==> src/hdl/mspb_pkg.sv <==
// Shared types and constants for the masked 1bpp sprite line blitter.
// No dependencies; used by the front end, the back end and the top level.
package mspb_pkg;

    // Item operations
    typedef enum logic [1:0] {
        OP_BLIT      = 2'd0,
        OP_BLIT_SAVE = 2'd1,
        OP_RESTORE   = 2'd2,
        OP_READ      = 2'd3
    } opcode_t;

    localparam int SAVE_SLOTS = 8;
    localparam int SLOT_W     = 3;

    // Decoded line command, everything but the byte offset (its width
    // follows the screen size)
    typedef struct packed {
        opcode_t            op;
        logic [2:0]         bit_ofs;
        logic [7:0]         bmp;
        logic [7:0]         msk;
        logic [SLOT_W-1:0]  slot;
    } cmd_t;

endpackage

==> src/hdl/mspb_front.sv <==
// Front end: takes input items, forms the pixel index, byte and bit offsets.
// Depends on mspb_pkg (opcode_t, cmd_t).
module mspb_front #(
    parameter int SCREEN_WIDTH = 384,
    localparam int PIX_W  = $clog2(255 * SCREEN_WIDTH + 511 + 1),
    localparam int BOFF_W = PIX_W - 3
) (
    input  logic                 push,
    output logic                 full,
    input  logic [1:0]           opcode,
    input  logic [8:0]           x_pixel,
    input  logic [7:0]           y_row,
    input  logic [7:0]           bitmap_byte,
    input  logic [7:0]           mask_byte,
    input  logic [2:0]           slot,
    input  logic                 clearing,
    input  logic                 q_full,
    output logic                 q_push,
    output mspb_pkg::cmd_t       q_cmd,
    output logic [BOFF_W-1:0]    q_boff
);

    logic [PIX_W-1:0] pix;

    // Linear pixel index
    assign pix = PIX_W'(y_row) * PIX_W'(SCREEN_WIDTH) + PIX_W'(x_pixel);

    // No items while the frame store is being cleared
    assign full   = q_full || clearing;
    assign q_push = push && !full;

    assign q_boff        = pix[PIX_W-1:3];
    assign q_cmd.op      = mspb_pkg::opcode_t'(opcode);
    assign q_cmd.bit_ofs = pix[2:0];
    assign q_cmd.bmp     = bitmap_byte;
    assign q_cmd.msk     = mask_byte;
    assign q_cmd.slot    = slot;

endmodule

==> config.mk <==
export PLATFORM = sky130hd
export DESIGN_NAME = mspb_front
export DESIGN_NICKNAME = d
export VERILOG_FILES = /design/src/hdl/mspb_pkg.sv /design/src/hdl/mspb_front.sv
export SDC_FILE = /design/constraint.sdc
export NUM_CORES = 1
export LEC_CHECK = 0
export ABC_AREA = 1
export BUFFER_PORTS_ARGS = -buffer_cell sky130_fd_sc_hd__buf_2
export CORE_UTILIZATION = 42
export DETAILED_ROUTE_END_ITERATION = 10
export PLACE_DENSITY = 0.95
export SLEW_MARGIN = 20
export SYNTH_ARGS = -nofsm -noshare
export SYNTH_HDL_FRONTEND = slang
export SYNTH_SLANG_ARGS = --single-unit
==> constraint.sdc <==
create_clock -name vclk -period 6.8
set_clock_uncertainty 0.15 [all_clocks]
set_input_delay 1.36 -clock vclk [all_inputs]
set_output_delay 1.36 -clock vclk [all_outputs]
set_load 0.01 [all_outputs]
==> impl_summary.txt <==
----------------------------------------------------
[Global route]
  Vias in the first global route ... 558
  Wire length of the first global-routing pass ... 2.007 mm
  Antenna violations before repair ... 0
  Total track usage ... 0.1187
  GR Overflow Total ... 0
  Pin count of the biggest net entering global routing ... 6

[Clocking]
  Count of instances resized after the clock tree is built ... 0
  Post-CTS Setup Bufs ... 0
  Count of hold buffers inserted by post-cts repair ... 0

[Timing]
  Highest achievable clock rate ... 218.2 MHz
  Final min period ... 4.582 ns
  Final Setup Violations ... 0
  Setup repair after global routing missed its margin ... no
  Measured slew at the worst slew-check pin ... 0.3092 ns
  Worst max-slew margin expressed relative to the limit ... 0.7924
  Total count of hold-check failures in the final report ... 0
  Number of max-slew violations in the final report ... 0
  Setup Total Neg Slack ... 0 ns
  Period utilization ... 0.6738

[Floorplan]
  Starting utilization of the core area ... 0.4660
  Die width ... 46.71 um
  Standard-cell row count ... 15
  Core region area ... 1802 um2
  Height of the chip ... 46.71 um
  Total I/O pin count ... 81
  Total die area ... 2182 um2

[Flow run]
  Max-capacitance violation count ... 0

[Synthesis]
  Nets in the synthesized netlist ... 181
  Cell Area, Synth ... 839.6 um2
  Distinct cell type count after synthesis ... 20
  Biggest area consumer among synthesized cells ... buf_4
  Largest cells by area after synthesis ... buf_4 25%, ha_1 15%, nand2_1 13%
  Synthesized instance count ... 128
  Synthesized area divided by synthesized cell count ... 6.559 um2
  Portion of synthesized cell area occupied by the leading cell type ... 0.2504
  Sequential cell area fraction in the yosys report ... 0
  Synth warnings ... 0

[Cells and area]
  Number of nets in the finished design ... 180
  Clock buffer cells ... 0
  Area growth syn-to-layout ... -6.408%
  Layout sequential cell count ... 0
  Fraction of final layout cells sized beyond drive strength 1 ... 0.3280
  Diode insertion count for antenna repair ... 0
  Register area ... 0 um2
  Final core utilization ... 0.4361

[Hold path]
  Hold Crit Class ... input pin to output pin

[Detailed routing]
  Antenna Nets Post-Route ... 0
  DRT Pass-1 Iters ... 4
  Starting DRT DRC Count ... 6
  Wirelength, routed ... 1.329 mm
  Vias per cell ... 4.627
  Post-detailed-route wirelength per cell ... 8.860 um
  Vias after detailed routing ... 694
  Final routed DRC violation total ... 0

[Worst setup path]
  Required time reported for the critical path endpoint ... 5.29 ns
  Data arrival time of the critical path ... 3.07 ns
  Maximum fanout along the worst path ... 3
  Category of the worst setup path capture point ... output pin
  Class of the most critical setup path ... input pin to output pin
  Critical Path Start Type ... input pin

[Power]
  Cell area power density ... 102.0 nW/um2
  Static leakage power ... 0.4612 nW
  Maximum resistive drop on vdd ... 0.04451 mV

[Place]
  Placer Congestion ... 0.7496
  Count of port buffers added during placement ... 25
  HPWL after detailed placement ... 1.249 mm

[Run status]
  Status ... finished clean

----------------------------------------------------
[worst max-delay path, cell delays in order]
cell and delay (ns):
buf_2 0.12, ha_1 0.20, fa_1 0.54, nand2_1 0.09, nor2_1 0.23, nand3_4 0.11
nor2_4 0.11, nand2_1 0.06, nand2_1 0.05, nand2_1 0.04, inv_1 0.04, buf_2 0.11
[cell type report]
type	count	area [um2]
Tap cell	25	31.28
Inverter	17	63.81
Timing Repair Buffer	25	125.1
Fill cell	206	1016
Multi-Input combinational cell	83	565.5
[final timing paths]
| check | start | endpoint | slack [ns] | depth (start not counted) |
|---|---|---|---|---|
| max | y_row[1] | q_boff[13] | 2.22 | 12 |
| min | x_pixel[5] | q_boff[2] | 2.57 | 0 |
[per-stage QoR]
step                      cells  setup slack, ns  hold WS, ns  total power (W)  area, um2
after detailed placement    150            2.215        2.570       0.00008066      785.8
after global placement      150            2.226        2.570       0.00007864      785.8
after global routing        150            2.069        2.570       0.00008987      785.8
final                       150            2.218        2.570       0.00008017      785.8
after CTS                   150            2.211        2.570       0.00008095      785.8
after floorplan             128            2.467        2.657       0.00007518      839.6
[per-layer routing]
layer | global-route usage | vias to the layer above | wire [um]
met1 | 0.1359 | 297 | 554
met3 | 0.003922 | 6 | 86
met4 | 0.02857 | 0 | 27
li1 | - | 360 | -
met5 | 0 | - | 0
met2 | 0.2361 | 31 | 660
[where the power goes]
group | switching [W] | total (W) | internal (W)
combinational | 0.0000474 | 0.0000802 | 0.0000327
clock | 0 | 0 | 0
sequential | 0 | 0 | 0
[cell usage in the layout (no fill, tap or decap), drive strengths merged]
master  instances
a21oi           3
nand3b          1
or2             2
inv            17
nand3          13
nor2            9
ha             10
fa              2
xor2            5
buf            25
nand2          36
xnor2           2
[synth_stat cells, drive strengths merged]
cell    instances
a21oi           3
buf            28
fa              2
ha             10
inv            17
nand2          36
nand3          13
nand3b          1
nor2            9
or2             2
xnor2           2
xor2            5
[logic make-up after synthesis]
group | after synthesis | share of synthesized area
XOR/XNOR | 7 | 0.07303
adder cells (fa/ha/maj) | 12 | 0.1967
AO/OA/AOI/OAI | 3 | 0.01788
AND/OR/NAND/NOR | 61 | 0.3860
buffers and inverters | 45 | 0.3264
No activity file was read; power rests on OpenSTA's default activity.
