`src/hdl/mspb_cmd_fifo.sv`:
```
// Two-entry command queue between the front end and the back end.
// No package dependencies; the payload is an opaque vector.
module mspb_cmd_fifo #(
    parameter int DATA_W = 32
) (
    input  logic              clk,
    input  logic              rst_n,
    input  logic              push,
    input  logic [DATA_W-1:0] push_data,
    output logic              full,
    input  logic              pop,
    output logic [DATA_W-1:0] pop_data,
    output logic              empty
);

    logic [DATA_W-1:0] entry_reg [2];
    logic              wptr_reg, wptr_next;
    logic              rptr_reg, rptr_next;
    logic [1:0]        count_reg, count_next;
    logic              do_push, do_pop;

    assign full     = (count_reg == 2'd2);
    assign empty    = (count_reg == 2'd0);
    assign pop_data = entry_reg[rptr_reg];
    assign do_push  = push && !full;
    assign do_pop   = pop && !empty;

    // Pointer and fill count update
    always_comb
    begin
        wptr_next  = wptr_reg ^ do_push;
        rptr_next  = rptr_reg ^ do_pop;
        count_next = count_reg;
        if (do_push && !do_pop)
        begin
            count_next = count_reg + 2'd1;
        end
        else if (do_pop && !do_push)
        begin
            count_next = count_reg - 2'd1;
        end
    end

    always_ff @(posedge clk or negedge rst_n)
    begin
        if (!rst_n)
        begin
            wptr_reg  <= 1'b0;
            rptr_reg  <= 1'b0;
            count_reg <= 2'd0;
        end
        else
        begin
            wptr_reg  <= wptr_next;
            rptr_reg  <= rptr_next;
            count_reg <= count_next;
        end
    end

    // Payload storage, no reset
    always_ff @(posedge clk)
    begin
        if (do_push)
        begin
            entry_reg[wptr_reg] <= push_data;
        end
    end

endmodule

```
`config.mk`:
```
export PLATFORM = sky130hd
export DESIGN_NAME = mspb_cmd_fifo
export DESIGN_NICKNAME = d
export VERILOG_FILES = /design/src/hdl/mspb_cmd_fifo.sv
export SDC_FILE = /design/constraint.sdc
export NUM_CORES = 1
export LEC_CHECK = 0
export ABC_AREA = 1
export BUFFER_PORTS_ARGS = -buffer_cell sky130_fd_sc_hd__buf_2
export CAP_MARGIN = 10
export CORE_UTILIZATION = 30
export CTS_CLUSTER_SIZE = 40
export DETAILED_ROUTE_END_ITERATION = 10
export GPL_TIMING_DRIVEN = 0
export HOLD_SLACK_MARGIN = 0.05
export PLACE_DENSITY = 0.49
export SLEW_MARGIN = 20
export SYNTH_ARGS = -nofsm -noshare
export SYNTH_HDL_FRONTEND = slang
export SYNTH_SLANG_ARGS = --single-unit
```
`constraint.sdc`:
```
create_clock -name clk -period 1.75 [get_ports clk]
set_input_delay 0.175 -clock clk [delete_from_list [all_inputs] [get_ports clk]]
set_output_delay 0.175 -clock clk [all_outputs]
set_load 0.01 [all_outputs]
```
==> qor.yml, run 1 <==
r2r-start: "count_reg[1]"
relSlewSlack_pct: 80.2
synth_fp_nets: 235
pre_cts_ws_ps: -119
boundaryPins: 70
tightestPinTransition_ps: 297
globalRouteTotalUtil_pct: 11.7
seq_area_frac_synth_pct: 77.2
place_inst: 372
syn-mean-instance-area_um2: 13.4
drc: 0
synthesis.area_um2: 2620
slowest_delay_ps: 370
finalCritPeriodShare_pct: 85.5
finalSetupTns_ps: 0
holdPathEnd: "rptr_reg"
routedWlPerCell_um: 11.3
hold_depth: 3
dieHeight_um: 95.4
start_util_pct: 31.4
dr.pass1.iters: 4
die_w_um: 95.4
grt_pass1_vias: 1584
clock_skew_ps: 3.85
clk_pin_slew_ps: 60
required_ps: 1570
synth-seq-cells: 68
cp_num_buf_inv: 4
antenna_found_initial: 0
core-area_um2: 8340
stdcell_count: 423
grt-ovfl-total: 0
yosysTopAreaCellShare_pct: 73.4
cts_sinks: 68
drive_gt1_share_pct: 34.0
worstSetupEndpointType: "output port"
start_kind: "register"
fmax_mhz: 668
hold_viol_final: 0
dieArea_um2: 9100
drtIter0Drc: 44
status: "finished, final reports clean"
ys_warn_count: 0
arrival_ps: 1320
power_density_nw_per_um2: 1530
gp_congestion: 0.654
critPathSlowestCell: "dfrtp_1"
rsz0062_at_grt: "false"
synth_xor_area_share_pct: 0.335
largest_register_ffs: 64
cp_cell_sequence: "buf_6 > inv_6 > buf_6 > nand2_1 > nand2_1 > buf_2"
drtAntennaViolNets: 0
clk_latency_ps: 330
final_common_cell: "nand2_1"
synth_compound_area_share_pct: 0.191
final_max_slew_viol_count: 0
yosys.area_share.simple_pct: 16.7
synth_area_leader_cell: "edfxtp_1"
ir_worst_vdd_mv: 0.709
hp-class: "primary input to register"
final.min_clock_period_ps: 1500
tritoncts: "yes"
port_buffers: 69
yosysUniqueCellTypes: 16
nets: 352
root_buffer: "clkbuf_8"
via_per_inst: 3.99
h-tree-depth: 3
syn_to_final_growth_pct: 42.5
grt_pass1_wl_um: 7430
layout_common_cells: "92 x nand2_1, 69 x buf_2, 64 x edfxtp_1"
p_leak_nw: 1.61
regToRegSetupSlack_ps: 270
finalSetupViolCount: 0
grt_start_max_net_pins: 18
antenna_cells: 0
hold_path.startpoint: "pop"
cap_viol_max_count: 0
synthAdderAreaFrac_pct: 1.43
synth_mux_area_share_pct: 0
cts.path.max_buffers: 2
hpwl_um: 3070
placement_rows: 33
cts_made_buffers: 9
cp_max_fo: 10
synth_top_family_by_area: "simple AND/OR/NAND/NOR gates"
crit_family: "buffers and inverters"
setup_ws_ps: 254
r2r-end: "entry_reg[0][6]"
synthCells: 196
synth_area_leaders: "edfxtp_1 73%, nand2_1 13%, dfrtp_1 3.8%"
critical_path_class: "register to output port"
drt-total-wl_um: 4780
reg2reg_depth: 5
dr_total_vias: 1689
[power breakdown]
group | leakage, nW | switching [mW] | internal [mW] | total [mW]
sequential | 0.643 | 0.114 | 2.23 | 2.34
clock | 0.0931 | 0.548 | 0.651 | 1.20
combinational | 0.877 | 1.23 | 0.922 | 2.15
[worst max path at each step]
stage                       from          endpoint  slack (ps)  cells after the start
floorplan           count_reg[1]   entry_reg[1][0]        -210                      4
global placement    count_reg[0]   entry_reg[0][4]        -770                      3
detailed placement  count_reg[0]   entry_reg[0][4]        -120                      4
CTS                 count_reg[1]  entry_reg[0][17]        -130                      5
global route            rptr_reg       pop_data[9]         120                      6
finish                  rptr_reg      pop_data[21]         250                      6
[what timing repair did]
item | in CTS | in global routing
setup endpoints to repair | 32 | 64
setup buffers | 0 | 2
hold endpoints to repair | 68 | 0
pin swaps | 0 | 2
hold buffers | 33 | 0
resized for setup | 0 | 3
[layout make-up]
class	instances	area, um^2
Fill cell	788	4610
Inverter	8	35.0
Multi-Input combinational cell	113	517
Clock buffer	11	131
Timing Repair Buffer	106	771
Tap cell	105	131
Sequential cell	68	2020
Clock inverter	5	52.6
Buffer	7	71.3
[synth_stat cells]
| library cell | number |
|---|---|
| dfrtp_1 | 4 |
| buf_4 | 3 |
| buf_8 | 1 |
| nand3_1 | 1 |
| nor2_1 | 3 |
| edfxtp_1 | 64 |
| o21ai_1 | 1 |
| nand2_2 | 10 |
| nand3b_1 | 1 |
| xnor2_1 | 1 |
| inv_1 | 7 |
| nand4_1 | 1 |
| inv_6 | 1 |
| nand2_1 | 92 |
| ha_1 | 3 |
| buf_6 | 3 |
[worst register-to-register path, cell delays in order (launching register included)]
cell and delay [ps]:
dfrtp_1 400, inv_1 80, nor2_1 60, nor2_2 250
ha_4 230, buf_12 160
[kinds of logic after synthesis]
group	count (synthesis)
XOR/XNOR	1
AO/OA/AOI/OAI	1
adder cells (fa/ha/maj)	3
AND/OR/NAND/NOR	108
flip-flops	68
buffers and inverters	15
[routing by layer]
| layer | GRT usage (%) | share of wire (%) | vias up |
|---|---|---|---|
| met3 | 4.47 | 5.5 | 9 |
| met1 | 13.5 | 45 | 749 |
| li1 | - | - | 885 |
| met4 | 6.72 | 2.0 | 0 |
| met5 | 0 | 0 | - |
| met2 | 18.5 | 48 | 46 |
[through the flow]
step	utilization, %	total power, mW	hold WS (ps)	cell area (um^2)
after CTS	44.0	5.70	66.0	3670
after detailed placement	37.8	4.43	-9.01	3150
after global routing	44.7	6.13	73.7	3730
final	44.7	5.69	88.8	3730
after global placement	37.1	4.33	-6.79	3090
after floorplan	-	3.59	-121	2620
(Power assumes the default switching activity.)
==> run 2: changes to the inputs <==
Settings changed: GPL_TIMING_DRIVEN 0 to not set, SKIP_LAST_GASP set to 1.
==> qor.yml, run 2 (synthesis results as in run 1) <==
layout_common_cells: "92 x nand2_1, 69 x buf_2, 64 x edfxtp_1"
placement_rows: 33  # unchanged
regToRegSetupSlack_ps: 240  # -30 ps
fin_util_pct: 44.1  # -0.62 points
h-tree-depth: 3  # unchanged
tightestPinTransition_ps: 293  # -4.55 ps
routedWlPerCell_um: 12.2  # +7.9%
hold_path.startpoint: "pop"
hp-class: "primary input to register"
dr.pass1.iters: 6  # +2
ir_worst_vdd_mv: 0.808  # +14%
boundaryPins: 70  # unchanged
start_util_pct: 31.4  # unchanged
finalCritPeriodShare_pct: 91.9  # +6.4 points
cp_max_fo: 33  # +23
dieHeight_um: 95.4  # unchanged
met1_length_um: 2250  # +5.6%
drc: 0  # unchanged
dr_wl_met2_um: 2480  # +8.1%
grt_pass1_vias: 1672  # +5.6%
reg2reg_depth: 5  # unchanged
relSlewSlack_pct: 80.5  # +0.31 points
final.min_clock_period_ps: 1610  # +111 ps
dieArea_um2: 9100  # unchanged
p_leak_nw: 1.59  # -1.6%
clock_skew_ps: 6.95  # +3.10 ps
place_inst: 369  # -0.81%
globalRouteTotalUtil_pct: 12.4  # +0.74 points
rsz0062_at_grt: "false"
antenna_cells: 0  # unchanged
via_per_inst: 4.09  # +2.5%
cap_viol_max_count: 0  # unchanged
drive_gt1_share_pct: 33.3  # -0.63 points
syn_to_final_growth_pct: 40.6
highest_layer: "met4"
critical_path_class: "register to output port"
hold_viol_final: 0  # unchanged
grt_pass1_wl_um: 8110  # +9.2%
arrival_ps: 1430  # +110 ps
dr_total_vias: 1706  # +1.0%
wl_met3_um: 301  # +14%
nets: 347  # -1.4%
required_ps: 1570  # about the same
drtAntennaViolNets: 0  # unchanged
holdPathEnd: "rptr_reg"
antenna_found_initial: 0  # unchanged
core-area_um2: 8340  # unchanged
fmax_mhz: 622  # -6.9%
gp_congestion: 0.741  # +13%
drtIter0Drc: 91  # +110%
status: "finished, final reports clean"
hold_ws_ps: 99.2  # +10.4 ps
cts_made_buffers: 9  # unchanged
fillCellCount: 779  # -1.1%
port_buffers: 69  # unchanged
die_w_um: 95.4  # unchanged
largest_register_ffs: 64  # unchanged
clk_latency_ps: 330  # about the same
drt-total-wl_um: 5080  # +6.3%
hpwl_um: 3230  # +5.4%
finalSetupViolCount: 0  # unchanged
grt_start_max_net_pins: 34  # +16
stdcell_count: 417  # -1.4%
r2r-end: "entry_reg[0][12]"
grt-ovfl-total: 0  # unchanged
root_buffer: "clkbuf_8"
start_kind: "register"
cts.path.max_buffers: 2  # unchanged
clk_pin_slew_ps: 60  # about the same
final_common_cell: "nand2_1"
cts_sinks: 68  # unchanged
r2r-start: "count_reg[1]"
tritoncts: "yes"
final_max_slew_viol_count: 0  # unchanged
hold_depth: 3  # unchanged
worstSetupEndpointType: "output port"
power_density_nw_per_um2: 1570  # +2.9%
run 2: changes by cell type in the layout (fill, tap and decap cells not counted), moves of 2 or more:
| cell | delta |
|---|---|
| buf_6 | -3 |
| buf_16 | -2 |
| clkinv_2 | -3 |
| ha_2 | +2 |
| clkbuf_1 | -2 |
| ha_4 | -2 |
| bufinv_16 | +2 |
run 2: how the worst max path moves through the flow:
stage                 start               end  slack [ps]  cells after the start
2_1_floorplan  count_reg[1]   entry_reg[1][0]        -210                      4
6_report           rptr_reg      pop_data[13]         140                      4
5_1_grt            rptr_reg      pop_data[11]          20                      4
3_5_place_dp   count_reg[1]  entry_reg[0][18]         220                      5
4_1_cts            rptr_reg      pop_data[27]          10                      4
3_3_place_gp   count_reg[1]  entry_reg[0][18]         250                      5
run 2: critical path: stages (launching register included):
cell,delay (ps)
dfrtp_2,500
inv_6,270
nand2_1,80
nand2_1,100
buf_2,140
run 2: stage by stage:
step                      setup TNS, ps  total power [mW]  setup WS (ps)  area (um^2)
after floorplan                  -13150              3.59           -205         2620
after global routing                  0              6.21           20.1         3680
after CTS                             0              5.88           9.53         3680
after global placement                0              4.29            252         3110
after detailed placement              0              4.31            223         3110
final                                 0              5.77            143         3680
run 2: area by class of cell:
cell class / instances / area (um^2) / share of cell area [%]
inverter: 8 / 35.0 / 0.952
sequential: 68 / 2020 / 55.0
clock buffer: 9 / 124 / 3.37
clock inverter: 6 / 114 / 3.09
multi-input combinational: 113 / 494 / 13.4
tap: 105 / 131 / 3.57
timing repair buffer: 108 / 758 / 20.6
run 2: per-layer routing:
layer	vias up	global-route usage, %
li1	877	-
met1	771	15.2
met2	52	20.2
met3	6	3.75
met4	0	5.60
met5	-	0
run 2: report_power, final:
part | leakage [nW] | total, mW | switching [mW] | internal, mW
clock | 0.112 | 1.50 | 0.559 | 0.940
sequential | 0.642 | 2.38 | 0.149 | 2.23
combinational | 0.833 | 1.90 | 1.15 | 0.744
total | 1.59 | 5.77 | 1.86 | 3.91
run 2: timing repair:
action | in CTS | in global routing
setup endpoints to repair | 0 | 31
hold buffers | 33 | 0
buffers inserted | 0 | 0
gates resized for setup | 0 | 1
endpoints found under the hold margin | 68 | 0
